**config.mk**
```make
export PLATFORM = sky130hd
export DESIGN_NAME = qualified_sql_name_checker_core
export DESIGN_NICKNAME = d
export VERILOG_FILES = /design/src/qsnc_pkg.sv /design/src/qsnc_front.sv /design/src/qsnc_queue.sv /design/src/qsnc_back.sv /design/src/qualified_sql_name_checker_core.sv
export SDC_FILE = /design/constraint.sdc
export NUM_CORES = 1
export LEC_CHECK = 0
export BUFFER_PORTS_ARGS = -buffer_cell sky130_fd_sc_hd__buf_2
export CAP_MARGIN = 25
export CORE_MARGIN = 10
export CORE_UTILIZATION = 55
export CTS_CLUSTER_SIZE = 25
export DETAILED_ROUTE_END_ITERATION = 8
export GPL_TIMING_DRIVEN = 1
export HOLD_SLACK_MARGIN = 0.02
export PLACE_DENSITY = 0.74
export REMOVE_ABC_BUFFERS = 1
export SKIP_LAST_GASP = 1
export SYNTH_ARGS = -nofsm -noshare
export SYNTH_HDL_FRONTEND = slang
export SYNTH_SLANG_ARGS = --single-unit
```
**constraint.sdc**
```tcl
create_clock -name clk_i -period 3.7 [get_ports clk_i]
set_input_delay 0.925 -clock clk_i [delete_from_list [all_inputs] [get_ports clk_i]]
set_output_delay 0.925 -clock clk_i [all_outputs]
set_load 0.01 [all_outputs]
```
**src/qsnc_pkg.sv**
```systemverilog
// shared types and constants for the qualified sql name checker
// character classes, queue item layout, scanner phases; no dependencies
package qsnc_pkg;

  localparam int unsigned QSNC_QUEUE_DEPTH = 4;
  localparam int unsigned QSNC_CH_W        = 8;
  localparam int unsigned QSNC_OUT_W       = 8;

  localparam logic [QSNC_CH_W-1:0] CH_UNDERSCORE = 8'h5F;
  localparam logic [QSNC_CH_W-1:0] CH_DOLLAR     = 8'h24;
  localparam logic [QSNC_CH_W-1:0] CH_HASH       = 8'h23;
  localparam logic [QSNC_CH_W-1:0] CH_DOT        = 8'h2E;
  localparam logic [QSNC_CH_W-1:0] CH_DQUOTE     = 8'h22;
  localparam logic [QSNC_CH_W-1:0] CH_SPACE      = 8'h20;
  localparam logic [QSNC_CH_W-1:0] CH_ZERO       = 8'h00;

  typedef enum logic [2:0] {
    CC_SPACE = 3'd0,
    CC_QUOTE = 3'd1,
    CC_DOT   = 3'd2,
    CC_START = 3'd3,
    CC_CONT  = 3'd4,
    CC_ZERO  = 3'd5,
    CC_OTHER = 3'd6
  } char_class_e;

  typedef struct packed {
    char_class_e cls;
    logic        last;
    logic        empty_end;
  } item_t;

  typedef enum logic [2:0] {
    PH_EXPECT = 3'd0,
    PH_UNQ    = 3'd1,
    PH_INQ    = 3'd2,
    PH_QPEND  = 3'd3,
    PH_AFTER  = 3'd4
  } phase_e;

  function automatic char_class_e classify(input logic [QSNC_CH_W-1:0] c);
    char_class_e cls;
    if (c == CH_SPACE || (c >= 8'h09 && c <= 8'h0D)) begin
      cls = CC_SPACE;
    end else if (c == CH_DQUOTE) begin
      cls = CC_QUOTE;
    end else if (c == CH_DOT) begin
      cls = CC_DOT;
    end else if (c == CH_UNDERSCORE || c[7] || (c >= 8'h61 && c <= 8'h7A) ||
                 (c >= 8'h41 && c <= 8'h5A)) begin
      cls = CC_START;
    end else if ((c >= 8'h30 && c <= 8'h39) || c == CH_DOLLAR || c == CH_HASH) begin
      cls = CC_CONT;
    end else if (c == CH_ZERO) begin
      cls = CC_ZERO;
    end else begin
      cls = CC_OTHER;
    end
    return cls;
  endfunction

endpackage

```
**src/qsnc_front.sv**
```systemverilog
// front end: accepts input words and classifies each byte
// uses qsnc_pkg; feeds qsnc_queue
module qsnc_front (
  input  logic                          s_axis_tvalid_i,
  output logic                          s_axis_tready_o,
  input  logic [qsnc_pkg::QSNC_CH_W-1:0] s_axis_tdata_i,
  input  logic                          s_axis_tlast_i,
  input  logic                          s_axis_tuser_i,
  input  logic                          q_full_i,
  output logic                          push_o,
  output qsnc_pkg::item_t               item_o
);
  import qsnc_pkg::*;

  assign s_axis_tready_o = ~q_full_i;
  assign push_o          = s_axis_tvalid_i & ~q_full_i;

  always_comb begin
    item_o.cls       = classify(s_axis_tdata_i);
    item_o.last      = s_axis_tlast_i;
    item_o.empty_end = s_axis_tuser_i;
  end

endmodule

```
**src/qsnc_queue.sv**
```systemverilog
// short fifo of classified words between front and back end
// uses qsnc_pkg item_t
module qsnc_queue #(
  parameter int unsigned Depth = qsnc_pkg::QSNC_QUEUE_DEPTH
) (
  input  logic            clk_i,
  input  logic            rst_ni,
  input  logic            push_i,
  input  qsnc_pkg::item_t item_i,
  input  logic            pop_i,
  output qsnc_pkg::item_t item_o,
  output logic            valid_o,
  output logic            full_o
);
  import qsnc_pkg::*;

  localparam int unsigned PtrW = (Depth > 1) ? $clog2(Depth) : 1;
  localparam int unsigned CntW = $clog2(Depth + 1);
  localparam logic [PtrW-1:0] PtrLast = PtrW'(Depth - 1);
  localparam logic [CntW-1:0] CntFull = CntW'(Depth);

  item_t           mem_q [Depth];
  logic [PtrW-1:0] wr_ptr_q, wr_ptr_d;
  logic [PtrW-1:0] rd_ptr_q, rd_ptr_d;
  logic [CntW-1:0] cnt_q, cnt_d;
  logic            do_push, do_pop;

  assign valid_o = (cnt_q != '0);
  assign full_o  = (cnt_q == CntFull);
  assign do_push = push_i & ~full_o;
  assign do_pop  = pop_i & valid_o;
  assign item_o  = mem_q[rd_ptr_q];

  always_comb begin
    wr_ptr_d = wr_ptr_q;
    rd_ptr_d = rd_ptr_q;
    cnt_d    = cnt_q;
    if (do_push) begin
      wr_ptr_d = (wr_ptr_q == PtrLast) ? '0 : wr_ptr_q + 1'b1;
    end
    if (do_pop) begin
      rd_ptr_d = (rd_ptr_q == PtrLast) ? '0 : rd_ptr_q + 1'b1;
    end
    if (do_push && !do_pop) begin
      cnt_d = cnt_q + 1'b1;
    end else if (do_pop && !do_push) begin
      cnt_d = cnt_q - 1'b1;
    end
  end

  always_ff @(posedge clk_i or negedge rst_ni) begin
    if (!rst_ni) begin
      wr_ptr_q <= '0;
      rd_ptr_q <= '0;
      cnt_q    <= '0;
    end else begin
      wr_ptr_q <= wr_ptr_d;
      rd_ptr_q <= rd_ptr_d;
      cnt_q    <= cnt_d;
    end
  end

  always_ff @(posedge clk_i) begin
    if (do_push) begin
      mem_q[wr_ptr_q] <= item_i;
    end
  end

endmodule

```
**src/qsnc_back.sv**
```systemverilog
// back end: identifier-chain scanner and output register
// uses qsnc_pkg; drains qsnc_queue
module qsnc_back (
  input  logic                            clk_i,
  input  logic                            rst_ni,
  input  qsnc_pkg::item_t                 item_i,
  input  logic                            item_valid_i,
  output logic                            pop_o,
  output logic                            m_axis_tvalid_o,
  input  logic                            m_axis_tready_i,
  output logic [qsnc_pkg::QSNC_OUT_W-1:0] m_axis_tdata_o
);
  import qsnc_pkg::*;

  phase_e phase_q, phase_d;
  logic   has_content_q, has_content_d;
  logic   fail_q, fail_d;
  logic   out_valid_q, out_valid_d;
  logic   out_res_q, out_res_d;
  logic   ends, out_free;

  // part finished: space waits, dot opens the next part
  function automatic phase_e after_part(input char_class_e cls, output logic bad);
    phase_e ph;
    bad = 1'b0;
    ph  = PH_AFTER;
    if (cls == CC_SPACE) begin
      ph = PH_AFTER;
    end else if (cls == CC_DOT) begin
      ph = PH_EXPECT;
    end else begin
      bad = 1'b1;
    end
    return ph;
  endfunction

  assign ends     = item_i.last | item_i.empty_end;
  assign out_free = ~out_valid_q | m_axis_tready_i;
  assign pop_o    = item_valid_i & (~ends | out_free);

  always_comb begin
    logic   bad;
    phase_e ph;
    logic   hc;
    logic   fl;
    bad           = 1'b0;
    ph            = phase_q;
    hc            = has_content_q;
    fl            = fail_q;
    phase_d       = phase_q;
    has_content_d = has_content_q;
    fail_d        = fail_q;
    out_valid_d   = out_valid_q & ~m_axis_tready_i;
    out_res_d     = out_res_q;

    if (!fail_q) begin
      case (phase_q)
        PH_EXPECT: begin
          if (item_i.cls == CC_SPACE) begin
            ph = PH_EXPECT;
          end else if (item_i.cls == CC_QUOTE) begin
            hc = 1'b0;
            ph = PH_INQ;
          end else if (item_i.cls == CC_START) begin
            ph = PH_UNQ;
          end else begin
            fl = 1'b1;
          end
        end
        PH_UNQ: begin
          if (item_i.cls != CC_START && item_i.cls != CC_CONT) begin
            ph = after_part(item_i.cls, bad);
            fl = bad;
          end
        end
        PH_INQ: begin
          if (item_i.cls == CC_ZERO) begin
            fl = 1'b1;
          end else if (item_i.cls == CC_QUOTE) begin
            ph = PH_QPEND;
          end else begin
            hc = 1'b1;
          end
        end
        PH_QPEND: begin
          if (item_i.cls == CC_QUOTE) begin
            // doubled quote is content
            hc = 1'b1;
            ph = PH_INQ;
          end else if (!has_content_q) begin
            fl = 1'b1;
          end else begin
            ph = after_part(item_i.cls, bad);
            fl = bad;
          end
        end
        PH_AFTER: begin
          ph = after_part(item_i.cls, bad);
          fl = bad;
        end
        default: begin
          fl = 1'b1;
        end
      endcase
    end

    if (pop_o) begin
      if (ends) begin
        out_valid_d   = 1'b1;
        out_res_d     = ~item_i.empty_end & ~fl &
                        ((ph == PH_UNQ) || (ph == PH_AFTER) || ((ph == PH_QPEND) && hc));
        phase_d       = PH_EXPECT;
        has_content_d = 1'b0;
        fail_d        = 1'b0;
      end else begin
        phase_d       = ph;
        has_content_d = hc;
        fail_d        = fl;
      end
    end
  end

  always_ff @(posedge clk_i or negedge rst_ni) begin
    if (!rst_ni) begin
      phase_q       <= PH_EXPECT;
      has_content_q <= 1'b0;
      fail_q        <= 1'b0;
      out_valid_q   <= 1'b0;
    end else begin
      phase_q       <= phase_d;
      has_content_q <= has_content_d;
      fail_q        <= fail_d;
      out_valid_q   <= out_valid_d;
    end
  end

  always_ff @(posedge clk_i) begin
    out_res_q <= out_res_d;
  end

  assign m_axis_tvalid_o = out_valid_q;
  assign m_axis_tdata_o  = {{(QSNC_OUT_W-1){1'b0}}, out_res_q};

endmodule

```
**src/qualified_sql_name_checker_core.sv**
```systemverilog
// Qualified sql name checker, top level.
// Input stream: one byte per word on s_axis; tlast ends a string, tuser marks
// a word with no byte that ends a null or empty string.
// Output stream: one word per string on m_axis, tdata[0] = 1 when the string
// is a dot-separated chain of plain or double-quoted identifiers.
// A word is taken every cycle while the queue has room. The front end
// classifies each byte and writes it into a QueueDepth-entry fifo; the back
// end runs the scanner at one word per cycle while words are queued and loads
// the result register. The last word of a string is stored in the fifo, and
// its result then in the result register. When m_axis stalls, the back end
// keeps scanning words up to the next string end and holds that end in the
// queue until the result register frees up; s_axis drops tready only when the
// fifo fills. Reset empties the fifo, clears the result valid flag and puts
// the scanner back at the start of a string.
module qualified_sql_name_checker_core #(
  parameter int unsigned QueueDepth = qsnc_pkg::QSNC_QUEUE_DEPTH
) (
  input  logic                            clk_i,
  input  logic                            rst_ni,
  input  logic                            s_axis_tvalid_i,
  output logic                            s_axis_tready_o,
  input  logic [qsnc_pkg::QSNC_CH_W-1:0]  s_axis_tdata_i,  // [7:0] ch
  input  logic                            s_axis_tlast_i,  // last
  input  logic                            s_axis_tuser_i,  // empty_end
  output logic                            m_axis_tvalid_o,
  input  logic                            m_axis_tready_i,
  output logic [qsnc_pkg::QSNC_OUT_W-1:0] m_axis_tdata_o   // [0] valid_res, rest zero
);
  import qsnc_pkg::*;

  item_t front_item, back_item;
  logic  push, pop, q_full, q_valid;

  qsnc_front u_front (
    .s_axis_tvalid_i (s_axis_tvalid_i),
    .s_axis_tready_o (s_axis_tready_o),
    .s_axis_tdata_i  (s_axis_tdata_i),
    .s_axis_tlast_i  (s_axis_tlast_i),
    .s_axis_tuser_i  (s_axis_tuser_i),
    .q_full_i        (q_full),
    .push_o          (push),
    .item_o          (front_item)
  );

  qsnc_queue #(
    .Depth (QueueDepth)
  ) u_queue (
    .clk_i   (clk_i),
    .rst_ni  (rst_ni),
    .push_i  (push),
    .item_i  (front_item),
    .pop_i   (pop),
    .item_o  (back_item),
    .valid_o (q_valid),
    .full_o  (q_full)
  );

  qsnc_back u_back (
    .clk_i           (clk_i),
    .rst_ni          (rst_ni),
    .item_i          (back_item),
    .item_valid_i    (q_valid),
    .pop_o           (pop),
    .m_axis_tvalid_o (m_axis_tvalid_o),
    .m_axis_tready_i (m_axis_tready_i),
    .m_axis_tdata_o  (m_axis_tdata_o)
  );

endmodule

```
==> results of run 1 <==
==> stage by stage <==
| stage | area, µm² | setup WS (ps) | util |
|---|---|---|---|
| global route | 2350 | 416.9 | 0.6323 |
| floorplan | 2072 | 814.8 | - |
| finish | 2350 | 600.3 | 0.6323 |
| CTS | 2350 | 593.9 | 0.6323 |
| global placement | 2212 | 707.8 | 0.5953 |
| detailed placement | 2212 | 612.4 | 0.5953 |
==> flip-flops by register name (all words and copies together), names as in the netlist <==
name / count
u_back.fail_q: 1
u_queue.cnt_q: 3
u_back.out_res_q: 1
u_queue.rd_ptr_q: 2
u_queue.wr_ptr_q: 2
u_back.phase_q: 3
u_back.m_axis_tvalid_o: 1
u_back.has_content_q: 1
u_queue.mem_q: 20
==> power groups by stage <==
stage | registers (mW) | clock network (mW) | logic (mW)
after floorplan | 0.636 | 0 | 0.696
after CTS | 0.658 | 0.414 | 0.883
final | 0.660 | 0.406 | 0.879
after global routing | 0.679 | 0.432 | 0.975
after global placement | 0.655 | 0 | 0.828
after detailed placement | 0.664 | 0 | 0.878
==> path summary, 6_finish.rpt <==
path,startpoint,end,slack [ps],cells past startpoint
setup / recovery,u_queue.rd_ptr_q[0]$_DFFE_PN0P_,u_queue.cnt_q[1]$_DFFE_PN0P_,600,8
max in group asynchronous,rst_ni,u_queue.rd_ptr_q[1]$_DFFE_PN0P_,2940,1
min in group asynchronous,rst_ni,u_queue.cnt_q[1]$_DFFE_PN0P_,520,1
setup reg to reg,u_queue.rd_ptr_q[0]$_DFFE_PN0P_,u_queue.cnt_q[1]$_DFFE_PN0P_,600,8
hold / removal,u_queue.cnt_q[2]$_DFFE_PN0P_,u_queue.cnt_q[2]$_DFFE_PN0P_,510,1
hold reg to reg,u_queue.cnt_q[2]$_DFFE_PN0P_,u_queue.cnt_q[2]$_DFFE_PN0P_,510,1
==> metal layers <==
metal / share of wire / track usage / routed length, µm / vias to the layer above
met5: 0 / 0 / 0 / -
met3: 0.047 / 0.03888 / 197 / 7
met2: 0.50 / 0.2238 / 2122 / 38
li1: - / - / - / 738
met1: 0.44 / 0.1588 / 1850 / 725
met4: 0.014 / 0.04013 / 61 / 0
==> placed cells by master, fill, tap and decap left out, types with 6 or more instances in the layout <==
cell type  instances
inv_1              8
nor2_1            12
buf_2             16
nand2_1           18
a21oi_1            8
edfxtp_1          21
conb_1             7
ha_1               6
dfrtp_1           13
mux2i_1            8
o21ai_0            8
==> logic make-up (layout without fill, tap and decap cells) <==
group           count (synthesis)  in the layout  share of synthesized area
simple gates                   73             73                     0.1867
compound gates                 38             38                     0.1316
flops                          34             34                     0.4429
buf+inv                        25             32                    0.06434
mux                            16             16                     0.1084
fa+ha+maj                       7              7                    0.04406
xor+xnor                        5              5                    0.02029
other cells                     1              7                   0.001737
==> critical path: cells and delay by family, from the launching register on <==
family	cells	cell delay (ps)
buf+inv	1	70
mux	2	910
fa+ha+maj	2	650
simple gates	3	760
flops	1	600
==> area by class of cell <==
type                       instances  area, µm²  area share
clock buffer                       5      68.82     0.02929
clock inverter                     3      68.82     0.02929
inverter                           8      30.03     0.01278
multi-input combinational        146       1086      0.4622
sequential                        34      955.9      0.4068
tap                               48      60.06     0.02556
timing repair buffer              16      80.08     0.03408
==> metrics.yaml, run 1 <==
status: "finished, final reports clean"
switching_share: 0.3778
min_path_type: "flip-flop to flip-flop"
core_mm2: 0.003716
start_kind: "flip-flop"
syn_avg_cell_area_um2: 10.85
cts_tree: "yes"
p_int_mw: 1.210
placed_cells_incl_taps: 252
syn_to_final_growth_pct: 8.869
slew_headroom: 0.4585
synth_area_leaders: "edfxtp_1 (29%), dfrtp_1 (15%), mux2i_1 (3.7%)"
yosys.area.top_type_share: 0.2922
avgRoutedWirePerCell_um: 16.27
cts_root_buf: "clkbuf_8"
postSynth.asyncResetShare: 0.3824
worst_pin_slew_ps: 801.8
ir_drop_mv: 0.4878
die_x_um: 82.65
p_leak_nw: 0.9372
max_stage_delay_ps: 650
pwr-share-clk: 0.209
dp_hpwl_um: 3240
seq_power_share: 0.339
finalSetupTns_ps: 0
cts_sinks: 34
antenna_found_initial: 0
finalMaxSlewViolations: 0
grt_max_degree: 14
drtAntennaViolNets: 0
fin_cells: 260
rsz0062_at_grt: "false"
yosysMostFrequentCell: "edfxtp_1"
cts_resized: 0
drv_cap: 0
clkSlewWorstSetupHoldPaths_ps: 70
ys_ff_latch: 34
hold_viol_final: 0
grt.total_usage: 0.1324
p_comb_frac: 0.452
drive_above_1_share: 0.2028
vias: 1508
ys.flop_type: "edfxtp_1"
synth_common_cells: "edfxtp_1 (21), nand2_1 (18), dfrtp_1 (13)"
htree_levels: 2
synthCells: 199
fmax_mhz: 322.6
synthesis.area_mm2: 0.002158
start_util: 0.5808
fin_nets: 232
finalSetupViolCount: 0
num_rows: 22
critical_path_arrival_ps: 3270
power.density_mw_per_mm2: 827.6
fillCellCount: 289
diodes: 0
dieArea_mm2: 0.006830
via_per_inst: 5.800
drt_iter0_drc: 61
wl_um: 4231
clk_latency_ps: 280
skew_ps: 2.905
dr.pass1.iters: 5
fin_crit_ps: 3100
cp_max_fo: 10
path_cells: "mux4_1 -> or2_2 -> nor2_2 -> nor2b_1 -> ha_1 -> inv_1 -> fa_1 -> mux2_2"
synth_edf_count: 21
crit_type: "flip-flop to flip-flop"
gr-total-overflow: 0
yosysWarnings: 0
gp_congestion: 0.8390
power_switching_mw: 0.7348
port_buffers: 16
required_ps: 3870
endpoint_kind: "flip-flop"
ioPinCount: 24
grt_first_pass_wirelength_um: 7148
die_h_um: 82.65
ys_seq_area_frac: 0.4429
drc_errors: 0
p_total_mw: 1.945
whs_ps: 509.0
yosysTopAreaCell: "edfxtp_1"
slowest_stage: "mux4_1"
clockBufferDepth: 2
holdBufCountCts: 0
yosysUniqueCellTypes: 56
cts_buffers: 5
grt_pass1_vias: 1530
cts_setup_buffers: 0
period_share: 0.8378
No activity file was read; power rests on OpenSTA's default activity.
==> run 2: changes to the inputs <==
--- a/config.mk
+++ b/config.mk
@@ -8,7 +8,7 @@
 export BUFFER_PORTS_ARGS = -buffer_cell sky130_fd_sc_hd__buf_2
 export CAP_MARGIN = 25
 export CORE_MARGIN = 10
-export CORE_UTILIZATION = 55
+export CORE_UTILIZATION = 53
 export CTS_CLUSTER_SIZE = 25
 export DETAILED_ROUTE_END_ITERATION = 8
 export GPL_TIMING_DRIVEN = 1
==> constraint.sdc (replaced) <==
create_clock -name clk_i -period 2.75 [get_ports clk_i]
set_input_delay 0.6875 -clock clk_i [delete_from_list [all_inputs] [get_ports clk_i]]
set_output_delay 0.6875 -clock clk_i [all_outputs]
set_load 0.01 [all_outputs]
==> run 2 against run 1 <==
  * Worst setup slack got worse by 520 ps
  * Combinational power increased by 47%
  * Clock-buffer cell count increased by 1
  * Non-clock buffer count increased by 5
  * Sequential power increased by 34%
  * Sequential share of layout area decreased by 0.45 points
  * Sequential cell count unchanged
  * Critical endpoint is now u_back.out_res_q$_DFFE_PP_
  * Largest cell class unchanged
==> metrics.yaml, run 2 (same netlist as run 1, synthesis figures left out) <==
critical_path_arrival_ps: 2820
r2r_start: "u_queue.rd_ptr_q[0]$_DFFE_PN0P_"
ioPinCount: 24
status: "finished, final reports clean"
drc_errors: 0
p_leak_nw: 0.9521
antenna_found_initial: 0
grt.total_usage: 0.1177
r2r_slack_ps: 80
wl_um: 4194
die_h_um: 83.82
port_buffers: 16
p_total_mw: 2.559
fin_nets: 238
ir_drop_mv: 0.5909
fillCellCount: 341
reg_top3: "u_queue.mem_q (20), u_back.phase_q (3), u_queue.cnt_q (3)"
mostFrequentLayoutCells: "edfxtp_1 (21), nand2_1 (18), buf_2 (16), nor2_1 (12), dfrtp_1 (11)"
num_rows: 23
dp_hpwl_um: 3110
fin_crit_ps: 2669
max_stage_delay_ps: 620
power.density_mw_per_mm2: 1074
finalSetupViolCount: 0
vias: 1526
clk_latency_ps: 280
dieArea_mm2: 0.007025
hold_viol_final: 0
holdBufCountCts: 0
start_kind: "flip-flop"
timing.rr.end: "u_back.out_res_q$_DFFE_PP_"
cts_sinks: 34
avgRoutedWirePerCell_um: 15.65
multiInputGateArea_mm2: 0.001119
skew_ps: 3.441
ff_latch_area_um2: 958.4
grt_max_degree: 14
slew_headroom: 0.5713
grt_pass1_vias: 1529
clkSlewWorstSetupHoldPaths_ps: 70
cts_tree: "yes"
grt_first_pass_wirelength_um: 6969
gp_congestion: 0.8203
fin_util: 0.5999
drt_iter0_drc: 67
drive_above_1_share: 0.2294
start_util: 0.5435
dr.pass1.iters: 4
min_path_type: "primary input to asynchronous set/reset pin"
core_mm2: 0.003971
path_cells: "buf_4 -> mux4_2 -> or4b_4 -> a211oi_2 -> a311oi_2 -> a211o_1 -> o21ai_1"
gr-total-overflow: 0
htree_levels: 2
via_per_inst: 5.694
reg2reg_depth: 7
period_share: 0.9706
worst_pin_slew_ps: 634.7
cts_buffers: 5
finalSetupTns_ps: 0
die_x_um: 83.82
fin_ws_ps: 80.81
top_register: "u_queue.mem_q"
rsz0062_at_grt: "true"
finalMaxSlewViolations: 0
drv_cap: 0
pre_cts_ws_ps: 17.73
required_ps: 2900
largest_register_ffs: 20
cp_max_fo: 8
endpoint_kind: "flip-flop"
final_common_cell: "edfxtp_1"
slowest_stage: "mux4_2"
fmax_mhz: 374.6
clockBufferDepth: 2
drtAntennaViolNets: 0
crit_type: "flip-flop to flip-flop"
cts_root_buf: "clkbuf_8"
diodes: 0
syn_to_final_growth_pct: 10.38
## run 2: critical path: cells and delay by family, from the launching register on
kind / cells / cell delay (ps)
mux: 1 / 620
flops: 1 / 430
buf+inv: 1 / 180
compound gates: 4 / 740
simple gates: 1 / 570
## run 2: worst max-delay path by stage
| stage | startpoint | to | slack (ps) | cells past startpoint |
|---|---|---|---|---|
| 5_1_grt | u_queue.rd_ptr_q[0]$_DFFE_PN0P_ | u_back.out_res_q$_DFFE_PP_ | -30 | 9 |
| 6_report | u_queue.rd_ptr_q[0]$_DFFE_PN0P_ | u_back.out_res_q$_DFFE_PP_ | 80 | 7 |
| 2_1_floorplan | u_queue.rd_ptr_q[0]$_DFFE_PN0P_ | u_queue.cnt_q[1]$_DFFE_PN0P_ | -140 | 8 |
| 4_1_cts | u_queue.rd_ptr_q[0]$_DFFE_PN0P_ | u_back.out_res_q$_DFFE_PP_ | 7 | 8 |
| 3_5_place_dp | u_queue.rd_ptr_q[0]$_DFFE_PN0P_ | u_back.out_res_q$_DFFE_PP_ | 20 | 8 |
| 3_3_place_gp | u_queue.rd_ptr_q[0]$_DFFE_PN0P_ | u_back.out_res_q$_DFFE_PP_ | 80 | 8 |
## run 2: area by class of cell
type | count | share of cell area
flip-flops and latches | 34 | 0.4023
multi-input cells | 147 | 0.4695
repair buffers | 21 | 0.04937
inverters | 8 | 0.01261
well taps | 50 | 0.02626
clock inverters | 2 | 0.005252
clock buffers | 6 | 0.03466
## run 2: report_power, final
group          internal, mW  switching, mW
sequential            0.711          0.176
combinational         0.640          0.650
clock                 0.201          0.180
## run 2: through the flow
step                hold slack (ps)  cell area (µm²)  std cells
floorplan                     391.9             2072        188
global placement              475.8             2237        257
detailed placement            493.7             2237        257
CTS                           285.8             2332        265
global route                  292.4             2382        268
finish                        276.9             2382        268
## run 2: timing repair
item,in CTS,in global routing
buffers inserted,0,2
gates resized for setup,0,4
setup endpoints to repair,0,2
## run 2: layer usage
metal | wire (µm) | up-vias | track usage
li1 | - | 755 | -
met5 | 0 | - | 0
met4 | 76 | 0 | 0.04414
met2 | 2074 | 31 | 0.1972
met3 | 189 | 13 | 0.03320
met1 | 1853 | 727 | 0.1386
